## src/hw/rtl/olid_pkg.sv

```systemverilog
// ----------------------------------------------------------------------------
// olid_pkg
// shared types, sizes and codes of the ordered list engine
// ----------------------------------------------------------------------------
package olid_pkg;

	localparam int DEPTH  = 16;
	localparam int WORD_W = 32;
	localparam int POS_W  = 16;
	localparam int CNT_W  = $clog2(DEPTH + 1);

	// request codes
	localparam logic [1:0] REQ_PUSH    = 2'd0;
	localparam logic [1:0] REQ_DEL_KEY = 2'd1;
	localparam logic [1:0] REQ_DEL_POS = 2'd2;

	// status codes
	localparam logic [1:0] ST_DONE      = 2'd0;
	localparam logic [1:0] ST_NOT_FOUND = 2'd1;
	localparam logic [1:0] ST_FULL      = 2'd2;

	typedef logic signed [WORD_W-1:0] word_t;

	typedef struct packed {
		logic [1:0]        req_type;
		logic signed [31:0] value;
		logic [15:0]       position;
	} req_word_t;

	typedef struct packed {
		logic [1:0] status;
		logic [4:0] list_count;
	} rsp_word_t;

	// per-cycle command broadcast to every cell
	typedef struct packed {
		logic push;
		logic del_key;
		logic del_pos;
	} cell_ctl_t;

endpackage

```

## src/hw/rtl/ordered_list_insert_delete.sv

```systemverilog
// ----------------------------------------------------------------------------
// ordered_list_insert_delete
// ordered list of up to DEPTH signed words with push-front and two deletes
// ----------------------------------------------------------------------------
// usage:
//   req channel carries one word per request: req_type, value, position
//   rsp channel returns one word per request: status and list_count
//   a request word is taken into a holding register, and once rsp is free
//   the row of cells executes it: every cell compares its word to the key,
//   the first-match flag ripples from head to tail, and each cell either
//   keeps its word, takes its head-side neighbor (push) or takes its
//   tail-side neighbor (delete closes the gap)
//   the result is registered in the response register, which drives
//   rsp_valid and rsp
//   throughput: one request per cycle while rsp is taken; the next request
//   is taken into the input register as the current one executes
//   rsp_stall holds the response register; a request waiting to execute
//   waits for that register, and req_stall goes high meanwhile
//   reset clears the count (empty list) and both valid flags; the cell
//   words need no reset, slots at or past the count are never read
// ----------------------------------------------------------------------------
module ordered_list_insert_delete
	import olid_pkg::*;
(
	input  logic      clk,
	input  logic      arst_n,
	input  logic      req_valid,
	output logic      req_stall,
	input  req_word_t req,
	output logic      rsp_valid,
	input  logic      rsp_stall,
	output rsp_word_t rsp
);

	// request holding register
	logic      busy_q;
	req_word_t req_q;

	// list state
	logic [CNT_W-1:0] count_q;

	// response register
	logic      rsp_valid_q;
	rsp_word_t rsp_q;

	// cell row wiring
	word_t        words [DEPTH];
	logic [DEPTH:0] hit;
	cell_ctl_t    ctl;

	logic             complete;
	logic             full;
	logic             pos_found;
	logic             key_found;
	logic [1:0]       status_d;
	logic [CNT_W-1:0] count_d;

	// held request executes once the response register can take its result
	assign complete  = busy_q & (~rsp_valid_q | ~rsp_stall);
	assign req_stall = busy_q & ~complete;

	assign full      = (count_q == CNT_W'(DEPTH));
	assign pos_found = ({{(32-POS_W){1'b0}}, req_q.position} < 32'(count_q));
	assign key_found = hit[DEPTH];

	// command broadcast to the row; push and position delete only on a change
	always_comb begin
		ctl.push    = complete & (req_q.req_type == REQ_PUSH) & ~full;
		ctl.del_key = complete & (req_q.req_type == REQ_DEL_KEY);
		ctl.del_pos = complete & (req_q.req_type == REQ_DEL_POS) & pos_found;
	end

	// status and new count of the executing request
	always_comb begin
		status_d = ST_DONE;
		count_d  = count_q;
		case (req_q.req_type)
			REQ_PUSH: begin
				if (full) begin
					status_d = ST_FULL;
				end else begin
					count_d = count_q + 1'b1;
				end
			end
			REQ_DEL_KEY: begin
				if (key_found) begin
					count_d = count_q - 1'b1;
				end else begin
					status_d = ST_NOT_FOUND;
				end
			end
			REQ_DEL_POS: begin
				if (pos_found) begin
					count_d = count_q - 1'b1;
				end else begin
					status_d = ST_NOT_FOUND;
				end
			end
			default: begin
				// unused code: no change, done
				status_d = ST_DONE;
			end
		endcase
	end

	// the head of the match chain starts clear
	assign hit[0] = 1'b0;

	genvar gi;
	generate
		for (gi = 0; gi < DEPTH; gi++) begin : g_cell
			word_t prev_w;
			word_t next_w;
			logic  live;
			logic  past_pos;

			// head slot takes the pushed word, tail slot has no neighbor behind
			if (gi == 0) begin : g_head
				assign prev_w = req_q.value;
			end else begin : g_mid
				assign prev_w = words[gi-1];
			end
			if (gi == DEPTH - 1) begin : g_tail
				assign next_w = words[gi];
			end else begin : g_body
				assign next_w = words[gi+1];
			end

			assign live     = (count_q > CNT_W'(gi));
			assign past_pos = (POS_W'(gi) >= req_q.position);

			olid_cell u_cell (
				.clk       (clk),
				.ctl       (ctl),
				.key       (req_q.value),
				.prev_word (prev_w),
				.next_word (next_w),
				.live      (live),
				.past_pos  (past_pos),
				.hit_in    (hit[gi]),
				.word      (words[gi]),
				.hit_out   (hit[gi+1])
			);
		end
	endgenerate

	// control registers
	always_ff @(posedge clk or negedge arst_n) begin
		if (!arst_n) begin
			busy_q      <= 1'b0;
			count_q     <= '0;
			rsp_valid_q <= 1'b0;
		end else begin
			if (req_valid & ~req_stall) begin
				busy_q <= 1'b1;
			end else if (complete) begin
				busy_q <= 1'b0;
			end
			if (complete) begin
				count_q     <= count_d;
				rsp_valid_q <= 1'b1;
			end else if (~rsp_stall) begin
				rsp_valid_q <= 1'b0;
			end
		end
	end

	// payload registers
	always_ff @(posedge clk) begin
		if (req_valid & ~req_stall) begin
			req_q <= req;
		end
		if (complete) begin
			rsp_q.status     <= status_d;
			rsp_q.list_count <= 5'(count_d);
		end
	end

	assign rsp_valid = rsp_valid_q;
	assign rsp       = rsp_q;

	// count never leaves the list bounds
	a_count_bound: assert property (@(posedge clk) disable iff (!arst_n)
		count_q <= CNT_W'(DEPTH))
		else $error("list count past depth");

	// push on a full list reports full and leaves the count alone
	a_full_push: assert property (@(posedge clk) disable iff (!arst_n)
		(complete && req_q.req_type == REQ_PUSH && full) |=>
		(rsp_q.status == ST_FULL && count_q == $past(count_q)))
		else $error("full push changed the list");

	// a taken push grows the list by one
	a_push_grow: assert property (@(posedge clk) disable iff (!arst_n)
		(complete && req_q.req_type == REQ_PUSH && !full) |=>
		(count_q == $past(count_q) + 1'b1 && rsp_q.status == ST_DONE))
		else $error("push did not grow the list");

	// a response that waits is never overwritten by the executing request
	a_rsp_hold: assert property (@(posedge clk) disable iff (!arst_n)
		(rsp_valid_q && rsp_stall) |-> !complete)
		else $error("stalled response overwritten");

endmodule

```

## src/hw/rtl/olid_cell.sv

```systemverilog
// ----------------------------------------------------------------------------
// olid_cell
// one list slot: holds a word, compares it to the key, shifts with neighbors
// ----------------------------------------------------------------------------
module olid_cell
	import olid_pkg::*;
(
	input  logic      clk,
	input  cell_ctl_t ctl,
	input  word_t     key,
	input  word_t     prev_word,
	input  word_t     next_word,
	input  logic      live,
	input  logic      past_pos,
	input  logic      hit_in,
	output word_t     word,
	output logic      hit_out
);

	word_t word_q;

	// first match seen at this slot or closer to the head
	assign hit_out = hit_in | (live & ctl.del_key & (word_q == key));
	assign word    = word_q;

	always_ff @(posedge clk) begin
		if (ctl.push) begin
			word_q <= prev_word;
		end else if ((ctl.del_key & hit_out) | (ctl.del_pos & past_pos)) begin
			word_q <= next_word;
		end
	end

endmodule

```

## config.mk

```make
export PLATFORM = sky130hd
export DESIGN_NAME = ordered_list_insert_delete
export DESIGN_NICKNAME = d
export VERILOG_FILES = /design/src/hw/rtl/olid_pkg.sv /design/src/hw/rtl/ordered_list_insert_delete.sv /design/src/hw/rtl/olid_cell.sv
export SDC_FILE = /design/constraint.sdc
export NUM_CORES = 2
export LEC_CHECK = 0
export ABC_AREA = 1
export BUFFER_PORTS_ARGS = -buffer_cell sky130_fd_sc_hd__buf_2
export CELL_PAD_IN_SITES_DETAIL_PLACEMENT = 0
export CELL_PAD_IN_SITES_GLOBAL_PLACEMENT = 1
export CORE_AREA = 3 3 254 256
export DETAILED_ROUTE_END_ITERATION = 6
export DIE_AREA = 0 0 257 259
export PLACE_DENSITY_LB_ADDON = 0.1
export SLEW_MARGIN = 20
export SYNTH_ARGS = -nofsm -noshare
export SYNTH_HDL_FRONTEND = slang
export SYNTH_SLANG_ARGS = --single-unit
export TNS_END_PERCENT = 20
```

## constraint.sdc

```tcl
create_clock -name clk -period 5.91 [get_ports clk]
set_clock_uncertainty 0.2 [all_clocks]
set_input_delay 0 -clock clk [delete_from_list [all_inputs] [get_ports clk]]
set_output_delay 0 -clock clk [all_outputs]
set_load 0.1 [all_outputs]
```

Word level (Yosys, flattened, before mapping)

Index checks and enable logic that the tools add are counted.
W data, S select, Z words.

Bits of input ports: 54
ROM bits: 0
Register bits after elaboration: 576
Logic and storage cells: 243
Memories kept: 0
Memory bits (writable): 0
Latch bits: 0

Magnitude comparators: 32
Equality and inequality tests: 20
Muxes and demuxes: 42
Bitwise operators: 106
$mul: 0
Reduce and logical (&&, ||, !) cells: 17
Shifts and indexed selects: 0
$add $sub $neg: 2
Divide/modulo/power cells: 0

Operators with widths:

| kind                  | number |
|---|---|
| $mux W32              | 30 |
| $eq A32 B32 Y1        | 16 |
| $ge A4 B16 Y1 const A | 7 |
| $and A1 B1 Y1         | 70 |
| $ge A3 B16 Y1 const A | 4 |
| $gt A5 B4 Y1 const B  | 8 |
| $ge A1 B16 Y1 const A | 2 |
| $ge A2 B16 Y1 const A | 2 |
| $reduce_bool A2 Y1    | 16 |
| $or A1 B1 Y1          | 31 |
| $gt A5 B3 Y1 const B  | 4 |
| $lt A16 B5 Y1         | 1 |
| $mux W5               | 3 |
| $pmux W5 S3           | 1 |
| $gt A5 B1 Y1 const B  | 2 |
| $gt A5 B2 Y1 const B  | 2 |
| $mux W1               | 6 |
| $pmux W2 S3           | 1 |
| $add A5 B1 Y5 const B | 1 |
| $eq A5 B5 Y1 const B  | 1 |
| $not A1 Y1            | 5 |
| $sub A5 B1 Y5 const B | 1 |
| $eq A2 B1 Y1 const B  | 1 |
| $eq A2 B2 Y1 const B  | 1 |
| 3 further kinds       | 3 |

Logic depth before layout (Yosys ltp)

Word-level depth: 24
Depth in mapped cells: 23

By module

Synthesis repeated with hierarchy kept, for this count alone.

Cell total of the unflattened synthesis: 3427
Area, all modules: 33530.9 µm²

Modules (own cells, without submodules):

| module                     | area an instance (µm²) | instances | cells each |
|---|---|---|---|
| olid_cell                  | 1911.8                 | 16        | 197 |
| ordered_list_insert_delete | 2941.6                 | 1         | 275 |

Worst setup path after synthesis

No wires, ideal clock.

Kind: reg-to-reg
Start point: reg count_q[1]
End point: reg g_cell[9].u_cell.word_q[0] (enable)
Data required time: 5.238 ns
Library setup time: 0.472 ns
Arrival: 4.446 ns
Clock period less this slack: 5.118 ns
Path slack: 0.792 ns
Stages on the path, launching flop included: 15
Cells stage by stage: dfrtp_1 -> inv_1 -> ha_1 -> o21a_1 -> o211ai_1 -> nand2_1 -> nand3b_1 -> nand2_1 -> nor2_1 -> inv_2 -> nor2_2 -> inv_2 -> nor2_4 -> inv_2 -> o311ai_1

Longest elaborated chain between the ends: 15

Ends and longest elaborated chain:

| element                               | line                              | text |
|---|---|---|
| start: declaration                    | ordered_list_insert_delete.sv:40  | `logic [CNT_W-1:0] count_q;` |
| start signal: assignment              | ordered_list_insert_delete.sv:160 | `count_q <= count_d;` |
| $gt A5 B1 Y1                          | ordered_list_insert_delete.sv:129 | `assign live = (count_q > CNT_W'(gi));` |
| $and A1 B1 Y1 (2 in series)           | olid_cell.sv:23                   | `assign hit_out = hit_in \| (live & ctl.del_key & (word_q == key));` |
| $or A1 B1 Y1 (9 in series)            | olid_cell.sv:23                   |  |
| $and A1 B1 Y1                         | olid_cell.sv:29                   | `end else if ((ctl.del_key & hit_out) \| (ctl.del_pos & past_pos)) begin` |
| $or A1 B1 Y1                          | olid_cell.sv:29                   |  |
| $reduce_bool A2 Y1 (no source line) * | -                                 |  |
| end signal: assignment                | olid_cell.sv:28                   | `word_q <= prev_word;` |
| end signal: assignment                | olid_cell.sv:30                   | `word_q <= next_word;` |
| end: declaration                      | olid_cell.sv:20                   | `word_t word_q;` |

Every way passes the cells marked *; elsewhere a longest branch is shown, timed or not.
A chain may end at the register's enable or synchronous reset.

Worst setup path after layout

Start point: reg req_q (netlist bit g_cell[0].prev_w[0])
End point: reg g_cell[13].u_cell.word_q[11] (enable)

Longest elaborated chain between the ends: 18

Ends and longest elaborated chain:

| element                               | line                              | text |
|---|---|---|
| start: declaration                    | ordered_list_insert_delete.sv:37  | `req_word_t req_q;` |
| start signal: assignment              | ordered_list_insert_delete.sv:171 | `req_q <= req;` |
| $eq A32 B32 Y1                        | olid_cell.sv:23                   |  |
| $and A1 B1 Y1                         | olid_cell.sv:23                   |  |
| $or A1 B1 Y1 (12 in series)           | olid_cell.sv:23                   |  |
| $or A1 B1 Y1 *                        | olid_cell.sv:23                   |  |
| $and A1 B1 Y1 *                       | olid_cell.sv:29                   |  |
| $or A1 B1 Y1 *                        | olid_cell.sv:29                   |  |
| $reduce_bool A2 Y1 (no source line) * | -                                 |  |
| end signal: assignment                | olid_cell.sv:28                   |  |
| end signal: assignment                | olid_cell.sv:30                   |  |
| end: declaration                      | olid_cell.sv:20                   |  |

Marks and branches as above.

==> out/metrics.csv <==
stage;metric;value;unit
worst_setup_path;crit_slowest_cell;edfxtp_1;
cells_and_area;layout-drive-gt1-share;8.16;%
timing;slew_viol_final;0;
timing;fmax;209;MHz
logic_synthesis;post-synth-top-area-fraction;54.9;%
clocking;path_clk_slew;60;ps
worst_setup_path;worstPathCellList;inv_2 -> or2_1 -> nand3_1 -> nor2_1 -> nand3_1 -> nor2_1 -> nor2_4 -> nand4_4 -> nor2_4 -> nand4_2 -> nor2_4 -> nand4_4 -> nor2_8 -> nand3_2;
worst_setup_path;path_buf_inv;1;
pwr;seq_power_share;46.2;%
placement;hpwl;99.4;mm
run_status;status;finished clean;
pwr;pwr-share-clk;35.9;%
logic_synthesis;ys_ff_latch;576;
clocking;clkSinkCount;576;
detailed_routing;routed_wl;139;mm
pwr;p_leak;13.8;nW
job;cap_violations;0;
detailed_routing;drtAntennaViolNets;0;
timing;period_share;80.8;%
timing;tns;0;ps
logic_synthesis;synth_edf_count;569;
global_routing;antenna_found_initial;8;
global_routing;grt_max_degree;221;
cells_and_area;area_growth;13.6;%
timing;setup_viol;0;
cells_and_area;fin_nets;3531;
clocking;cts_max_level;3;
clocking;clk_root_buffer_cell;clkbuf_16;
logic_synthesis;yosysTopAreaCell;edfxtp_1;
timing;hold_violations;0;
cells_and_area;fill_cells;5738;
worst_setup_path;start_kind;flip-flop;
global_routing;grt_pass1_vias;25800;
logic_synthesis;ys_top_cells_by_area;edfxtp_1 (55%), nand2_1 (14%), xnor2_1 (7.0%);
logic_synthesis;synthFlopType;edfxtp_1;
worst_setup_path;path_class;flip-flop to flip-flop;
worst_setup_path;required;5770;ps
logic_synthesis;syn_area;0.0311;sq mm
worst_setup_path;arrival;4640;ps
logic_synthesis;synth_warnings;0;
pwr;irDropWorstVdd;0.231;mV
worst_setup_path;crit_fanout;32;
timing;period_minus_slack;4770;ps
detailed_routing;firstDrtPassIters;6;
logic_synthesis;syn_area_per_cell;9.28;sq um
die;initial_core_util;49.6;%
detailed_routing;drt-initial-drc-count;4069;
die;die_w;257;um
timing;slew_headroom;24.7;%
logic_synthesis;syn_inst;3351;
logic_synthesis;ys_seq_area_share;55.5;%
pwr;power.switching;0.00363;W
detailed_routing;dr_total_vias;26900;
clocking;numCtsBuffers;68;
global_routing;gr-total-overflow;0;
die;coreArea;0.0627;sq mm
die;io_pins;63;
detailed_routing;detail_route.wl_per_cell;31.9;um
pwr;intPower;0.00777;W
timing;worst_slew_pin_slew;1130;ps
pwr;swShare;31.8;%
timing;whs;143;ps
logic_synthesis;synth_nets;3415;
worst_setup_path;cpLargestDelayFamily;simple AND/OR/NAND/NOR gates;
global_routing;grt_pass1_wl;192;mm
worst_setup_path;cp_common_cell;nor2_4;
logic_synthesis;synth_cell_types;55;
die;fp.dieH;259;um
die;dieArea;0.0666;sq mm
die;rows;92;
detailed_routing;vias_per_cell;6.16;
clocking;clk_latency;630;ps
global_routing;grt_usage;41.1;%
pwr;pwr-share-comb;17.9;%
worst_setup_path;cp_slowest_stage_delay;990;ps
clocking;cts_tree;built;
worst_setup_path;endpoint_kind;flip-flop;
pwr;p_total;0.0114;W
hold_path;hold_path.class;input port to flip-flop;
logic_synthesis;synthArstFlopShare;1.22;%
placement;io_buffers;62;
timing;rsz0062_at_grt;false;
placement;gp_congestion;0.983;
detailed_routing;post-route-drc-count;0;
pwr;powerDensity;323;mW/mm^2
clocking;clockBufferDepth;3;
power groups by stage:
stage               Clock, W  Combinational [W]  Sequential, W
finish               0.00409            0.00204        0.00527
detailed placement         0            0.00192        0.00533
floorplan                  0            0.00121        0.00519
global placement           0            0.00191        0.00534
CTS                  0.00409            0.00198        0.00525
global route         0.00426            0.00216        0.00528
cell usage in the layout (no fill, tap or decap), types with 44 or more instances in the layout:
cell,synthesis,layout
clkbuf_16,0,68
nor2_1,126,125
buf_4,23,49
inv_2,43,44
xor2_1,94,94
nand4_1,84,84
edfxtp_1,569,569
o22ai_1,60,60
nand2_1,1159,1159
inv_1,230,228
buf_2,46,62
dlygate4sd3_1,0,105
o21ai_0,310,310
nand3_1,55,51
xnor2_1,249,249
worst paths after layout:
check                           cells past startpoint  slack, ps                                 from                                    to
worst max-delay path                               14       1140        g_cell[0].prev_w[0]$_DFFE_PP_  g_cell[13].u_cell.word[11]$_DFFE_PP_
worst min-delay path                                2        140                              req[26]        g_cell[0].prev_w[10]$_DFFE_PP_
worst max register to register                     14       1140        g_cell[0].prev_w[0]$_DFFE_PP_  g_cell[13].u_cell.word[11]$_DFFE_PP_
worst min register to register                      0        250  g_cell[14].u_cell.word[2]$_DFFE_PP_   g_cell[15].u_cell.word[2]$_DFFE_PP_
max in group asynchronous                           3       5020                               arst_n                count_q[1]$_DFFE_PN0P_
min in group asynchronous                           3        180                               arst_n                    busy_q$_DFFE_PN0P_
per-layer routing:
metal | track usage (%) | vias to the layer above | wire (um)
li1 | - | 11400 | -
met1 | 52.9 | 13100 | 52000
met2 | 62.8 | 1908 | 61200
met3 | 8.67 | 493 | 14600
met4 | 27.3 | 0 | 11300
met5 | 0 | - | 0
registers in the layout, indices dropped and copies added (netlist names):
signal              flops
rsp_valid               1
busy_q                  1
req_q                  18
rsp                     7
count_q                 5
g_cell.u_cell.word    512
g_cell.prev_w          32
metrics by stage:
stage / area [sq um] / utilization, % / cells / worst slack [ps]
2_1_floorplan: 31100 / - / 3351 / 792
3_3_place_gp: 32200 / 51.3 / 4136 / 1240
5_1_grt: 35300 / 56.3 / 4363 / 955
4_1_cts: 35300 / 56.3 / 4362 / 1210
6_report: 35300 / 56.3 / 4365 / 1140
3_5_place_dp: 32200 / 51.3 / 4138 / 1170
kinds of logic (layout without fill, tap and decap cells):
logic type                 after synthesis  after routing  synth area share (%)
buffers and inverters                  454            619                  5.99
adders and majority gates               10             10                 0.402
DFF                                    576            576                  55.5
AOI/OAI and AO/OA                      436            436                  7.77
and+or+nand+nor                       1532           1532                  20.7
other                                    0              3                     0
xor gates and xnor gates               343            343                  9.66
repair_timing:
item	CTS	global route
endpoints found under the hold margin	59	0
setup buffers	0	0
gates resized for setup	0	0
hold buffers	105	0
final cells by class:
type / count / area [sq um] / area share [%]
inverter: 276 / 1040 / 2.95
multi-input combinational: 2321 / 12000 / 34.0
tap: 846 / 1060 / 3.00
clock inverter: 33 / 300 / 0.850
sequential: 576 / 17300 / 48.9
antenna: 3 / 7.51 / 0.0212
timing repair buffer: 224 / 1870 / 5.29
clock buffer: 86 / 1770 / 5.01
cells in the mapped netlist, types with 3 or more instances:
master and count:
nor3_1 18, nand4_1 84, buf_4 23, o2111ai_1 14
o211ai_1 5, o21ai_1 7, clkinv_1 3, or2_1 4
o21ai_0 310, nand3b_1 7, inv_2 43, ha_1 10
buf_1 9, a221oi_1 3, nand2_1 1159, or4_1 3
nor3b_1 4, a2111oi_0 3, nor2_4 7, inv_1 230
dfrtp_1 7, nor4b_1 4, or2_2 4, nor4_1 39
xor2_1 94, edfxtp_1 569, xnor2_1 249, a211oi_1 4
a21boi_1 4, buf_2 46, o221ai_1 3, a21oi_1 15
clkbuf_1 98, nor2_1 126, nand3_1 55, o22ai_1 60
Power figures use the tool's default switching activity.
